<file path="src/spisr_pkg.sv">
// ----------------------------------------------------------------------------
// SPI slave register responder package
// Shared constants, command codes and the state/result types used by the
// decision logic and the top level.
// ----------------------------------------------------------------------------
package spisr_pkg;

    // Capture buffer for write frames.
    localparam int CAPTURE_DEPTH = 10;
    localparam int CAP_IDX_W     = 4;
    localparam logic [CAP_IDX_W-1:0] CAP_IDX_MAX = {CAP_IDX_W{1'b1}};
    localparam int FRAME_BYTES   = 6;

    // Command and reply bytes.
    localparam logic [7:0] CMD_ID_START  = 8'hA0;
    localparam logic [7:0] CMD_ID_SLAVE  = 8'hA1;
    localparam logic [7:0] CMD_ID_FUNC   = 8'hA2;
    localparam logic [7:0] CMD_ID_RDCNT  = 8'hA3;
    localparam logic [7:0] CMD_ID_WRCNT  = 8'hA4;
    localparam logic [7:0] CMD_ID_END    = 8'hA5;
    localparam logic [7:0] CMD_RD_START  = 8'hB0;
    localparam logic [7:0] CMD_RD_END    = 8'hB1;
    localparam logic [7:0] RSP_RD_ACK    = 8'hC0;
    localparam logic [7:0] CMD_WR_START  = 8'hD0;
    localparam logic [7:0] RSP_LEN_SHORT = 8'h02;
    localparam logic [7:0] RSP_LEN_LONG  = 8'h04;
    localparam logic [7:0] RSP_LEN_BAD   = 8'h01;

    // Configuration register indexes.
    localparam int CFG_IDX_W = 2;
    localparam logic [CFG_IDX_W-1:0] CFG_SLAVE_ID    = 2'd0;
    localparam logic [CFG_IDX_W-1:0] CFG_FUNC_FLAGS  = 2'd1;
    localparam logic [CFG_IDX_W-1:0] CFG_RD_REG_CNT  = 2'd2;
    localparam logic [CFG_IDX_W-1:0] CFG_WR_REG_CNT  = 2'd3;

    localparam logic [7:0] SLAVE_ID_RST   = 8'd9;
    localparam logic [7:0] FUNC_FLAGS_RST = 8'd1;
    localparam logic [7:0] RD_REG_CNT_RST = 8'd4;
    localparam logic [7:0] WR_REG_CNT_RST = 8'd3;

    typedef struct packed {
        logic [7:0] slave_id;
        logic [7:0] function_flags;
        logic [7:0] read_register_count;
        logic [7:0] write_register_count;
    } cfg_t;

    typedef struct packed {
        logic                              id_active;
        logic                              read_active;
        logic                              write_active;
        logic                              reply_active;
        logic [2:0]                        reply_index;
        logic [2:0]                        reply_length;
        logic [3:0][7:0]                   reply_bytes;
        logic [CAP_IDX_W-1:0]              capture_index;
        logic [CAPTURE_DEPTH-1:0][7:0]     capture_bytes;
    } resp_state_t;

    typedef struct packed {
        logic        action;
        logic [7:0]  rx_byte;
        logic [31:0] response_word;
    } item_t;

    typedef struct packed {
        logic [7:0]  tx_byte;
        logic        tx_loaded;
        logic        measure_request;
        logic        master_interrupt;
        logic        write_done;
        logic [47:0] write_frame;
    } result_t;

endpackage

</file>
<file path="src/spisr_step.sv">
// ----------------------------------------------------------------------------
// SPI slave register responder decision logic
// Applies the frame rules to one item in order and produces the next
// responder state and the result for that item.
// ----------------------------------------------------------------------------
module spisr_step import spisr_pkg::*; (
    input  cfg_t        cfg,
    input  resp_state_t cur,
    input  item_t       item,
    output resp_state_t nxt,
    output result_t     res
);

    always_comb begin
        logic [7:0]           b;
        logic [CAP_IDX_W-1:0] idx_m1;
        b      = item.rx_byte;
        idx_m1 = cur.capture_index - CAP_IDX_W'(1);
        nxt    = cur;
        res    = '0;
        res.tx_byte = b;

        if (item.action) begin
            nxt.reply_bytes[0] = item.response_word[31:24];
            nxt.reply_bytes[1] = item.response_word[23:16];
            nxt.reply_bytes[2] = item.response_word[15:8];
            nxt.reply_bytes[3] = item.response_word[7:0];
            nxt.reply_index    = '0;
            nxt.reply_active   = 1'b1;
            res.master_interrupt = 1'b1;
            res.tx_byte        = '0;
        end else begin
            // Identification frame. Later rules see the updated flags.
            if (b == CMD_ID_START && !nxt.write_active) begin
                nxt.id_active = 1'b1;
                res.tx_byte   = CMD_ID_START;
                res.tx_loaded = 1'b1;
            end
            if (nxt.id_active && b != CMD_ID_END) begin
                case (b)
                    CMD_ID_SLAVE: begin
                        res.tx_byte   = cfg.slave_id;
                        res.tx_loaded = 1'b1;
                    end
                    CMD_ID_FUNC: begin
                        res.tx_byte   = cfg.function_flags;
                        res.tx_loaded = 1'b1;
                    end
                    CMD_ID_RDCNT: begin
                        res.tx_byte   = cfg.read_register_count;
                        res.tx_loaded = 1'b1;
                    end
                    CMD_ID_WRCNT: begin
                        res.tx_byte   = cfg.write_register_count;
                        res.tx_loaded = 1'b1;
                    end
                    default: ;
                endcase
            end
            if (nxt.id_active && b == CMD_ID_END) begin
                nxt.id_active = 1'b0;
                res.tx_byte   = CMD_RD_START;
                res.tx_loaded = 1'b1;
            end

            // Read request frame.
            if (b == CMD_RD_START && !nxt.write_active) begin
                nxt.read_active = 1'b1;
                res.tx_byte     = CMD_RD_START;
                res.tx_loaded   = 1'b1;
            end
            if (nxt.read_active && b != CMD_RD_START) begin
                if (b <= 8'd1) begin
                    nxt.reply_length = 3'd2;
                    res.tx_byte      = RSP_LEN_SHORT;
                end else if (b <= 8'd3) begin
                    nxt.reply_length = 3'd4;
                    res.tx_byte      = RSP_LEN_LONG;
                end else begin
                    res.tx_byte      = RSP_LEN_BAD;
                end
                res.tx_loaded = 1'b1;
            end
            if (nxt.read_active && b == CMD_RD_END) begin
                res.measure_request = 1'b1;
                nxt.read_active     = 1'b0;
                nxt.reply_active    = 1'b0;
                res.tx_byte         = RSP_RD_ACK;
                res.tx_loaded       = 1'b1;
            end

            // Stored reply bytes go out one per received byte.
            if (nxt.reply_active && nxt.reply_index < nxt.reply_length) begin
                res.tx_byte     = nxt.reply_bytes[nxt.reply_index[1:0]];
                res.tx_loaded   = 1'b1;
                nxt.reply_index = nxt.reply_index + 3'd1;
            end

            // Write frame capture. A start byte never counts as a capture.
            if (b == CMD_WR_START && !nxt.write_active) begin
                nxt.write_active  = 1'b1;
                nxt.capture_index = '0;
            end
            if (nxt.write_active && b != CMD_WR_START) begin
                for (int k = 0; k < CAPTURE_DEPTH; k++) begin
                    if ({1'b0, nxt.capture_index} == (CAP_IDX_W + 1)'(k)) begin
                        nxt.capture_bytes[k] = b;
                    end
                end
                idx_m1 = nxt.capture_index - CAP_IDX_W'(1);
                if (nxt.capture_index > CAP_IDX_W'(1) &&
                    {{(8 - CAP_IDX_W){1'b0}}, idx_m1} == nxt.capture_bytes[1]) begin
                    nxt.write_active = 1'b0;
                    res.write_done   = 1'b1;
                    for (int k = 0; k < FRAME_BYTES; k++) begin
                        res.write_frame[(FRAME_BYTES - 1 - k) * 8 +: 8] =
                            nxt.capture_bytes[k];
                    end
                end
                if (nxt.capture_index != CAP_IDX_MAX) begin
                    nxt.capture_index = nxt.capture_index + CAP_IDX_W'(1);
                end
            end
        end
    end

endmodule

</file>
<file path="src/spi_slave_register_responder_top.sv">
// ----------------------------------------------------------------------------
// SPI slave register responder
// Decides the byte loaded for the next SPI exchange from each received byte.
// ----------------------------------------------------------------------------
// The block takes one item per clock cycle while the output is not stalled. An
// accepted item is held in an input register, decided combinationally by the
// rule logic and written to the result register together with the new responder
// state once that register is free. The input register and the result register
// each hold one item, so one more item is taken while a finished result waits
// on m_ready. Configuration registers are read directly by the rule logic and
// should only be written while no item is in flight.
module spi_slave_register_responder_top import spisr_pkg::*; (
    input  logic                 aclk,
    input  logic                 aresetn,

    input  logic                 cfg_wr_en,
    input  logic [CFG_IDX_W-1:0] cfg_index,
    input  logic [7:0]           cfg_wdata,

    input  logic                 s_valid,
    output logic                 s_ready,
    input  logic                 s_action,
    input  logic [7:0]           s_rx_byte,
    input  logic [31:0]          s_response_word,

    output logic                 m_valid,
    input  logic                 m_ready,
    output logic [7:0]           m_tx_byte,
    output logic                 m_tx_loaded,
    output logic                 m_measure_request,
    output logic                 m_master_interrupt,
    output logic                 m_write_done,
    output logic [47:0]          m_write_frame
);

    cfg_t        cfg_reg;
    resp_state_t state_reg, state_next;
    item_t       item_reg;
    logic        item_vld_reg;
    result_t     res_reg, res_next;
    logic        res_vld_reg;
    logic        advance;

    // The held item moves to the result register when that slot is free or being emptied.
    assign advance = item_vld_reg && (!res_vld_reg || m_ready);
    assign s_ready = !item_vld_reg || advance;

    always_ff @(posedge aclk) begin
        if (!aresetn) begin
            cfg_reg.slave_id             <= SLAVE_ID_RST;
            cfg_reg.function_flags       <= FUNC_FLAGS_RST;
            cfg_reg.read_register_count  <= RD_REG_CNT_RST;
            cfg_reg.write_register_count <= WR_REG_CNT_RST;
        end else if (cfg_wr_en) begin
            case (cfg_index)
                CFG_SLAVE_ID:   cfg_reg.slave_id             <= cfg_wdata;
                CFG_FUNC_FLAGS: cfg_reg.function_flags       <= cfg_wdata;
                CFG_RD_REG_CNT: cfg_reg.read_register_count  <= cfg_wdata;
                CFG_WR_REG_CNT: cfg_reg.write_register_count <= cfg_wdata;
                default: ;
            endcase
        end
    end

    always_ff @(posedge aclk) begin
        if (!aresetn) begin
            item_vld_reg <= 1'b0;
        end else if (s_ready) begin
            item_vld_reg <= s_valid;
        end
    end

    always_ff @(posedge aclk) begin
        if (s_valid && s_ready) begin
            item_reg.action        <= s_action;
            item_reg.rx_byte       <= s_rx_byte;
            item_reg.response_word <= s_response_word;
        end
    end

    spisr_step u_step (
        .cfg  (cfg_reg),
        .cur  (state_reg),
        .item (item_reg),
        .nxt  (state_next),
        .res  (res_next)
    );

    // Reply bytes are only read after a response item has written them, so
    // they are left out of the reset.
    always_ff @(posedge aclk) begin
        if (!aresetn) begin
            state_reg.id_active     <= 1'b0;
            state_reg.read_active   <= 1'b0;
            state_reg.write_active  <= 1'b0;
            state_reg.reply_active  <= 1'b0;
            state_reg.reply_index   <= '0;
            state_reg.reply_length  <= '0;
            state_reg.capture_index <= '0;
            state_reg.capture_bytes <= '0;
        end else if (advance) begin
            state_reg.id_active     <= state_next.id_active;
            state_reg.read_active   <= state_next.read_active;
            state_reg.write_active  <= state_next.write_active;
            state_reg.reply_active  <= state_next.reply_active;
            state_reg.reply_index   <= state_next.reply_index;
            state_reg.reply_length  <= state_next.reply_length;
            state_reg.reply_bytes   <= state_next.reply_bytes;
            state_reg.capture_index <= state_next.capture_index;
            state_reg.capture_bytes <= state_next.capture_bytes;
        end
    end

    always_ff @(posedge aclk) begin
        if (!aresetn) begin
            res_vld_reg <= 1'b0;
        end else if (advance) begin
            res_vld_reg <= 1'b1;
        end else if (m_ready) begin
            res_vld_reg <= 1'b0;
        end
    end

    always_ff @(posedge aclk) begin
        if (advance) begin
            res_reg <= res_next;
        end
    end

    assign m_valid            = res_vld_reg;
    assign m_tx_byte          = res_reg.tx_byte;
    assign m_tx_loaded        = res_reg.tx_loaded;
    assign m_measure_request  = res_reg.measure_request;
    assign m_master_interrupt = res_reg.master_interrupt;
    assign m_write_done       = res_reg.write_done;
    assign m_write_frame      = res_reg.write_frame;

endmodule

</file>
<file path="config.mk">
export PLATFORM = sky130hd
export DESIGN_NAME = spi_slave_register_responder_top
export DESIGN_NICKNAME = d
export VERILOG_FILES = /design/src/spisr_pkg.sv /design/src/spisr_step.sv /design/src/spi_slave_register_responder_top.sv
export SDC_FILE = /design/constraint.sdc
export NUM_CORES = 1
export LEC_CHECK = 0
export BUFFER_PORTS_ARGS = -buffer_cell sky130_fd_sc_hd__buf_2
export CAP_MARGIN = 20
export CORE_MARGIN = 2
export CORE_UTILIZATION = 38
export DETAILED_ROUTE_END_ITERATION = 6
export GPL_TIMING_DRIVEN = 0
export SETUP_SLACK_MARGIN = 0.1
export SYNTH_ARGS = -nofsm -noshare
export SYNTH_HDL_FRONTEND = slang
export SYNTH_HIERARCHICAL = 1
export SYNTH_SLANG_ARGS = --single-unit
</file>
<file path="constraint.sdc">
create_clock -name aclk -period 3.2 [get_ports aclk]
set_input_delay 0.48 -clock aclk [delete_from_list [all_inputs] [get_ports aclk]]
set_output_delay 0.48 -clock aclk [all_outputs]
set_load 0.02 [all_outputs]
</file>
==> results of run 1 <==
-- metal layers --
| layer | wire, um | vias up | track usage (%) |
|---|---|---|---|
| met5 | 0 | - | 0 |
| met4 | 594 | 0 | 4.27 |
| met3 | 1290 | 44 | 2.25 |
| met2 | 13400 | 227 | 30.2 |
| met1 | 13100 | 3804 | 25.3 |
| li1 | - | 3990 | - |
-- critical path: stages, from the launching register on --
cell       delay (ns)
edfxtp_1         0.37
buf_6            0.14
nor4_4           0.34
nand3_2          0.19
nand2_2          0.11
inv_2            0.06
ha_4             0.17
nor3b_4          0.15
a221o_1          0.38
nor4bb_2         0.31
a2bb2oi_1        0.12
a2111o_1         0.44
buf_12           0.20
buf_12           0.15
nor3_4           0.11
-- cells in the final DEF, fill, tap and decap left out, drive strengths merged, types with 4 or more instances in the layout --
| cell | count |
|---|---|
| conb | 4 |
| a21boi | 4 |
| nand3 | 39 |
| clkbuf | 85 |
| nor3 | 50 |
| ha | 8 |
| clkinv | 9 |
| o21ai | 38 |
| nand2 | 163 |
| a22oi | 7 |
| inv | 13 |
| or3 | 5 |
| or2 | 6 |
| a21oi | 21 |
| dfxtp | 96 |
| buf | 182 |
| mux2 | 82 |
| o22ai | 9 |
| nand3b | 6 |
| a41oi | 4 |
| edfxtp | 133 |
| mux4 | 8 |
| o211ai | 5 |
| nor2b | 10 |
| nor2 | 24 |
| and2 | 5 |
| mux2i | 120 |
-- metrics by stage --
stage | instances | setup TNS (ns) | util (%) | instance area, um2 | power, mW
finish | 1583 | -8.77 | 47.3 | 14000 | 6.78
global route | 1583 | -15.52 | 47.3 | 14000 | 7.01
detailed placement | 1518 | -40.92 | 42.6 | 12700 | 3.81
CTS | 1581 | -7.31 | 46.6 | 13900 | 6.85
global placement | 1516 | -39.37 | 42.5 | 12600 | 3.80
floorplan | 1010 | -5.19 | - | 11600 | 3.62
-- repair_timing --
item	CTS	global route
setup endpoints to repair	96	89
pin swaps	8	2
resized for setup	30	40
setup buffers	13	4
cloned	4	1
endpoints found under the hold margin	0	0
-- power by group through the flow --
stage	clock [mW]	sequential [mW]	combinational [mW]
2_1_floorplan	0	3.36	0.256
3_3_place_gp	0	3.33	0.470
3_5_place_dp	0	3.32	0.482
4_1_cts	3.10	3.26	0.488
5_1_grt	3.21	3.27	0.526
6_report	3.04	3.26	0.486
-- worst paths after layout --
check                                 to                   startpoint  slack [ns]
max reg2reg   m_write_frame[9]$_DFFE_PP_       item_reg[35]$_DFFE_PP_       -0.22
min               item_reg[10]$_DFFE_PP_          s_response_word[10]        0.11
min reg2reg  state_reg[124]$_SDFFE_PN0P_  state_reg[124]$_SDFFE_PN0P_        0.46
max           m_write_frame[9]$_DFFE_PP_       item_reg[35]$_DFFE_PP_       -0.22
-- final cells by class --
| type | count | area, um2 | area share (%) |
|---|---|---|---|
| Multi-Input combinational cell | 672 | 5270 | 37.5 |
| Clock inverter | 13 | 163 | 1.16 |
| Buffer | 93 | 578 | 4.12 |
| Sequential cell | 229 | 5920 | 42.1 |
| Clock buffer | 35 | 714 | 5.09 |
| Tap cell | 390 | 488 | 3.47 |
| Inverter | 12 | 45.0 | 0.321 |
| Timing Repair Buffer | 139 | 867 | 6.17 |
==> metrics.md, run 1 <==
| Metric | Value |
|---|---|
| Period utilization | 107% |
| Vias | 8065 |
| Fillers | around 2800 |
| Slew headroom | between 20 and 25% |
| Endpoints failing setup | 46 |
| Mapped Area | 11500 um2 |
| IO Pins | around 120 |
| Final Max Slew Viols | 0 |
| Max Clk Rate | just under 300 MHz |
| Iteration-0 DRC count of the detailed router | about 450 |
| Max FFs per register | 94 |
| Iteration count of the initial detailed-routing pass | 5 |
| Worst EP required | approximately 3.6 ns |
| Int Pwr | ~5.2 mW |
| Logic pwr share | about 7.2% |
| Hold WC Path Type | primary input to flip-flop |
| Antenna Cells | 0 |
| Wire length per cell | 17.9 um |
| Critical path class | flip-flop to flip-flop |
| GRT Total Usage | 18.2% |
| Clock transition at path regs | approximately 0.06 ns |
| Initial antenna violation count | 0 |
| Mean number of vias per cell | between 5 and 6 |
| GP Congestion | roughly 0.86 |
| Crit Path Max Fanout | 8 |
| Final wirelength | between 20 and 30 mm |
| Sequential power share | roughly half |
| Yosys warning total | 6 |
| Hold Vio Cnt, Final | 0 |
| Clk_skew | 0.0229 ns |
| Final nets | between 1000 and 1500 |
| Static Leak | 5.51 nW |
| Die W | ~180 um |
| Peak supply drop | 0.000399 V |
| Reg2Reg Depth | 14 |
| CP arrival | 3.78 ns |
| Hold slack | about 0.11 ns |
| Pwr Density | around 480 nW/um2 |
| Avg Cell Area, Syn | between 10 and 15 um2 |
| Vias in the first global route | 7886 |
| CP Launch Type | flip-flop |
| Port Buffers | between 100 and 150 |
| Dpl ws | -0.784 ns |
| DRC Markers | 0 |
| Maxcap violations | 0 |
| Remaining Overflow, GRT | 0 |
| CP Capture Type | flip-flop |
| Largest net degree at the start of global routing | 70 |
| Final Critical Period | 3.42 ns |
| First-pass GRT wire length | around 45 mm |
| Net Sw Frac | around 23% |
| Layout cells sized above 1 | 33.3% |
| Core footprint | around 30000 um2 |
| Cts hold-fix bufs | 0 |
| Clock Latency Late Sink | approximately 0.54 ns |
| Failing checks | negative setup slack |
| Clock sink total | about 230 |
| Final worst slack | -0.217 ns |
| Worst Tran Pin Value | 1.13 ns |
| P_sw | 1.57 mW |
| Starting Density | 38.7% |
| Post-synthesis cell count | between 1000 and 1500 |
| Antenna viol nets, final | 0 |
| CTS buffer count | 26 |
| CTS tree | built |
| Num rows | 63 |
| RSZ-0062 raised after global routing | true |
| # H-tree levels | 1 |
| Clk pwr share | 44.8% |
| DIE HEIGHT | 178 um |
| Root Driver | clkbuf_16 |
| Hold Path Depth | 1 |
| Area Overhead vs Synth | 22.3% |
| Clock Path Buffers | 3 |
| Status | finished with violations |
| HPWL after detailed placement | a little under 20 mm |
| DIE AREA | 31600 um2 |
(Power assumes the default switching activity.)
==> inputs of run 2 (changes only) <==
REMOVE_ABC_BUFFERS = 1   (was unset)
==> metrics.md, run 2 (synthesis results as in run 1) <==
| Metric | Value |
|---|---|
| WP buf/inv | 4 (unchanged) |
| Root Driver | clkbuf_16 (unchanged) |
| Sequential power share | 47.9% (was 48.1%) |
| Critical path class | flip-flop to flip-flop (unchanged) |
| Cts hold-fix bufs | 0 (unchanged) |
| Reg2Reg Depth | 16 (was 14) |
| Maxcap violations | 0 (unchanged) |
| # H-tree levels | 1 (unchanged) |
| Failing checks | negative setup slack (unchanged) |
| DRC Markers | 0 (unchanged) |
| CP Launch Type | flip-flop (unchanged) |
| Antenna viol nets, final | 0 (unchanged) |
| Layout cells sized above 1 | 34.4% (was 33.3%) |
| Initial antenna violation count | 0 (unchanged) |
| Util after Layout | 46.8% (was 47.3%) |
| Vias in the first global route | 7532 (was 7886) |
| Max FFs per register | 94 (unchanged) |
| DIE AREA | 31600 um2 (unchanged) |
| DIE HEIGHT | 178 um (unchanged) |
| Most common cell after layout, fill and taps aside | nand2_1 (unchanged) |
| Commonest cells after routing, fill and taps aside | nand2_1, edfxtp_1, mux2i_1, buf_2, dfxtp_1 (was nand2_1, buf_2, edfxtp_1, mux2i_1, dfxtp_1) |
| Peak supply drop | 0.000452 V (was 0.000399 V) |
| CP Capture Type | flip-flop (unchanged) |
| Clock Path Buffers | 3 (unchanged) |
| Worst Hold Path EP | item_reg[22]$_DFFE_PP_ (was item_reg[10]$_DFFE_PP_) |
| Wire length on met3 | 1.33 mm (was 1.29 mm) |
| Static Leak | 5.29 nW (was 5.51 nW) |
| Clock Latency Late Sink | 0.53 ns (was 0.54 ns) |
| Hold WC Path Type | primary input to flip-flop (unchanged) |
| Clk pwr share | 45.0% (was 44.8%) |
| Final worst slack | -0.315 ns (was -0.217 ns) |
| Worst Tran Pin Value | 0.874 ns (was 1.13 ns) |
| Final Critical Period | 3.51 ns (was 3.42 ns) |
| Antenna Cells | 0 (unchanged) |
| Iteration-0 DRC count of the detailed router | 377 (was 454) |
| Dpl cells | 1434 (was 1518) |
| Hold Path Depth | 1 (unchanged) |
| Clock transition at path regs | 0.06 ns (about the same) |
| Mean number of vias per cell | 5.16 (was 5.09) |
| Port Buffers | 117 (was 116) |
| Starting Density | 38.7% (unchanged) |
| Worst reg2reg path startpoint | item_reg[37]$_DFFE_PP_ (was item_reg[35]$_DFFE_PP_) |
| Remaining Overflow, GRT | 0 (unchanged) |
| Slew headroom | 41.6% (was 24.6%) |
| GP Congestion | 0.831 (was 0.863) |
| Final setup TNS | -11.22 ns (was -8.77 ns) |
| Endpoints failing setup | 46 (unchanged) |
| Logic pwr share | 7.0% (was 7.2%) |
| Fillers | 2689 (was 2753) |
| Crit Path Max Fanout | 8 (unchanged) |
| Area after DPL | 12400 um2 (was 12700 um2) |
| Hold Startpoint | s_response_word[22] (was s_response_word[10]) |
| Clock sink total | 229 (unchanged) |
| Num rows | 63 (unchanged) |
| Largest delay contributor family on the critical path | compound AO/OA/AOI/OAI gates (was simple AND/OR/NAND/NOR gates) |
| HPWL after detailed placement | 15.7 mm (was 19.7 mm) |
| Largest net degree at the start of global routing | 139 (was 70) |
| Period utilization | 110% (was 107%) |
| Crit path largest cell delay | 0.55 ns (was 0.44 ns) |
| P_sw | 1.52 mW (was 1.57 mW) |
| Top sig layer | met4 (unchanged) |
| RSZ-0062 raised after global routing | true (unchanged) |
| CTS buffer count | 26 (unchanged) |
| First-pass GRT wire length | 40.4 mm (was 44.6 mm) |
| Final nets | 1168 (was 1237) |
| Hold Vio Cnt, Final | 0 (unchanged) |
| Post-route insts no fill | 1514 (was 1583) |
| Max Clk Rate | 285 MHz (was 293 MHz) |
| Clk_skew | 0.0112 ns (was 0.0229 ns) |
| Int Pwr | 5.28 mW (was 5.21 mW) |
| Die W | 178 um (unchanged) |
| Post-Layout Inst Area | 13900 um2 (was 14000 um2) |
| CP max-delay cell | a2111o_2 (was a2111o_1) |
| Wire length on met1 | 11.7 mm (was 13.1 mm) |
| Iteration count of the initial detailed-routing pass | 4 (was 5) |
| Net Sw Frac | 22.4% (was 23.1%) |
| Status | finished with violations (unchanged) |
| DR WL met2 | 11.8 mm (was 13.4 mm) |
| Total Power | 6.80 mW (was 6.78 mW) |
| Area Overhead vs Synth | 21.0% (was 22.3%) |
| Final wirelength | 25.4 mm (was 28.4 mm) |
| RR Endpoint | state_reg[123]$_SDFFE_PN0P_ (was m_write_frame[9]$_DFFE_PP_) |
| Final Max Slew Viols | 0 (unchanged) |
| Worst EP required | 3.61 ns (was 3.56 ns) |
| GRT Total Usage | 16.1% (was 18.2%) |
| Wire length per cell | 16.8 um (was 17.9 um) |
| Vias | 7816 (was 8065) |
| CP most frequent cell | buf_12 (unchanged) |
| CTS tree | built (unchanged) |
| Core footprint | 29700 um2 (unchanged) |
| Pwr Density | 489 nW/um2 (was 483 nW/um2) |
| CP Cell Sequence | and4b_2, nand3_2, nand2_2, inv_2, ha_4, nor3b_4, a221o_1, buf_4, nor3_4, o211ai_1, a2111o_2, buf_12, buf_12, a2bb2oi_2, nand2_1, mux2i_1 (was buf_6, nor4_4, nand3_2, nand2_2, inv_2, ha_4, nor3b_4, a221o_1, nor4bb_2, a2bb2oi_1, a2111o_1, buf_12, buf_12, nor3_4) |
| CP arrival | 3.93 ns (was 3.78 ns) |
| Worst R2R Setup Slack | -0.31 ns (was -0.22 ns) |
| IO Pins | 118 (unchanged) |
## run 2: cell types whose count changed in the layout (fill, tap and decap cells not counted), moves of 5 or more
| cell | before | now |
|---|---|---|
| nor3_2 | 17 | 26 |
| buf_1 | 5 | 0 |
| clkbuf_1 | 48 | 1 |
| nor3_4 | 27 | 18 |
| clkbuf_2 | 6 | 0 |
| buf_2 | 133 | 116 |
## run 2: layout make-up
type	count	area (um2)	share of cell area (%)
timing repair buffer	163	1280	9.22
inverter	12	45.0	0.324
tap	390	488	3.51
sequential	229	5920	42.6
multi-input combinational	672	5270	37.9
clock buffer	28	679	4.89
clock inverter	20	215	1.55
## run 2: repair_timing
item,in CTS,in global routing
gates cloned,4,1
gates resized for setup,43,23
endpoints found under the setup margin,105,82
buffers inserted,22,5
pin swaps,31,6
## run 2: per-stage QoR
step	hold slack, ns	setup slack, ns
final	0.123	-0.315
after CTS	0.0941	-0.307
after global routing	0.0965	-0.453
after floorplan	0.442	-5.56
after detailed placement	0.461	-1.55
after global placement	0.451	-8.83
## run 2: routing by layer
metal | track usage, % | vias up
li1 | - | 3852
met1 | 21.7 | 3713
met2 | 26.4 | 211
met3 | 2.89 | 40
met4 | 4.68 | 0
met5 | 0 | -
## run 2: power by group through the flow
stage	combinational [mW]	clock, mW	sequential [mW]
floorplan	0.192	0	3.40
global placement	0.392	0	3.39
detailed placement	0.417	0	3.36
CTS	0.478	3.15	3.26
global route	0.516	3.27	3.27
finish	0.477	3.06	3.26
## run 2: worst max path at each step
stage	from	to	slack, ns	depth (start not counted)
global route	item_reg[34]$_DFFE_PP_	state_reg[123]$_SDFFE_PN0P_	-0.45	16
global placement	m_ready	state_reg[97]$_DFFE_PP_	-8.83	4
finish	item_reg[37]$_DFFE_PP_	state_reg[123]$_SDFFE_PN0P_	-0.31	16
floorplan	m_valid$_SDFFE_PN0P_	state_reg[100]$_DFFE_PP_	-5.56	3
CTS	item_reg[33]$_DFFE_PP_	state_reg[123]$_SDFFE_PN0P_	-0.31	16
detailed placement	item_reg[34]$_DFFE_PP_	m_write_frame[7]$_DFFE_PP_	-1.55	12
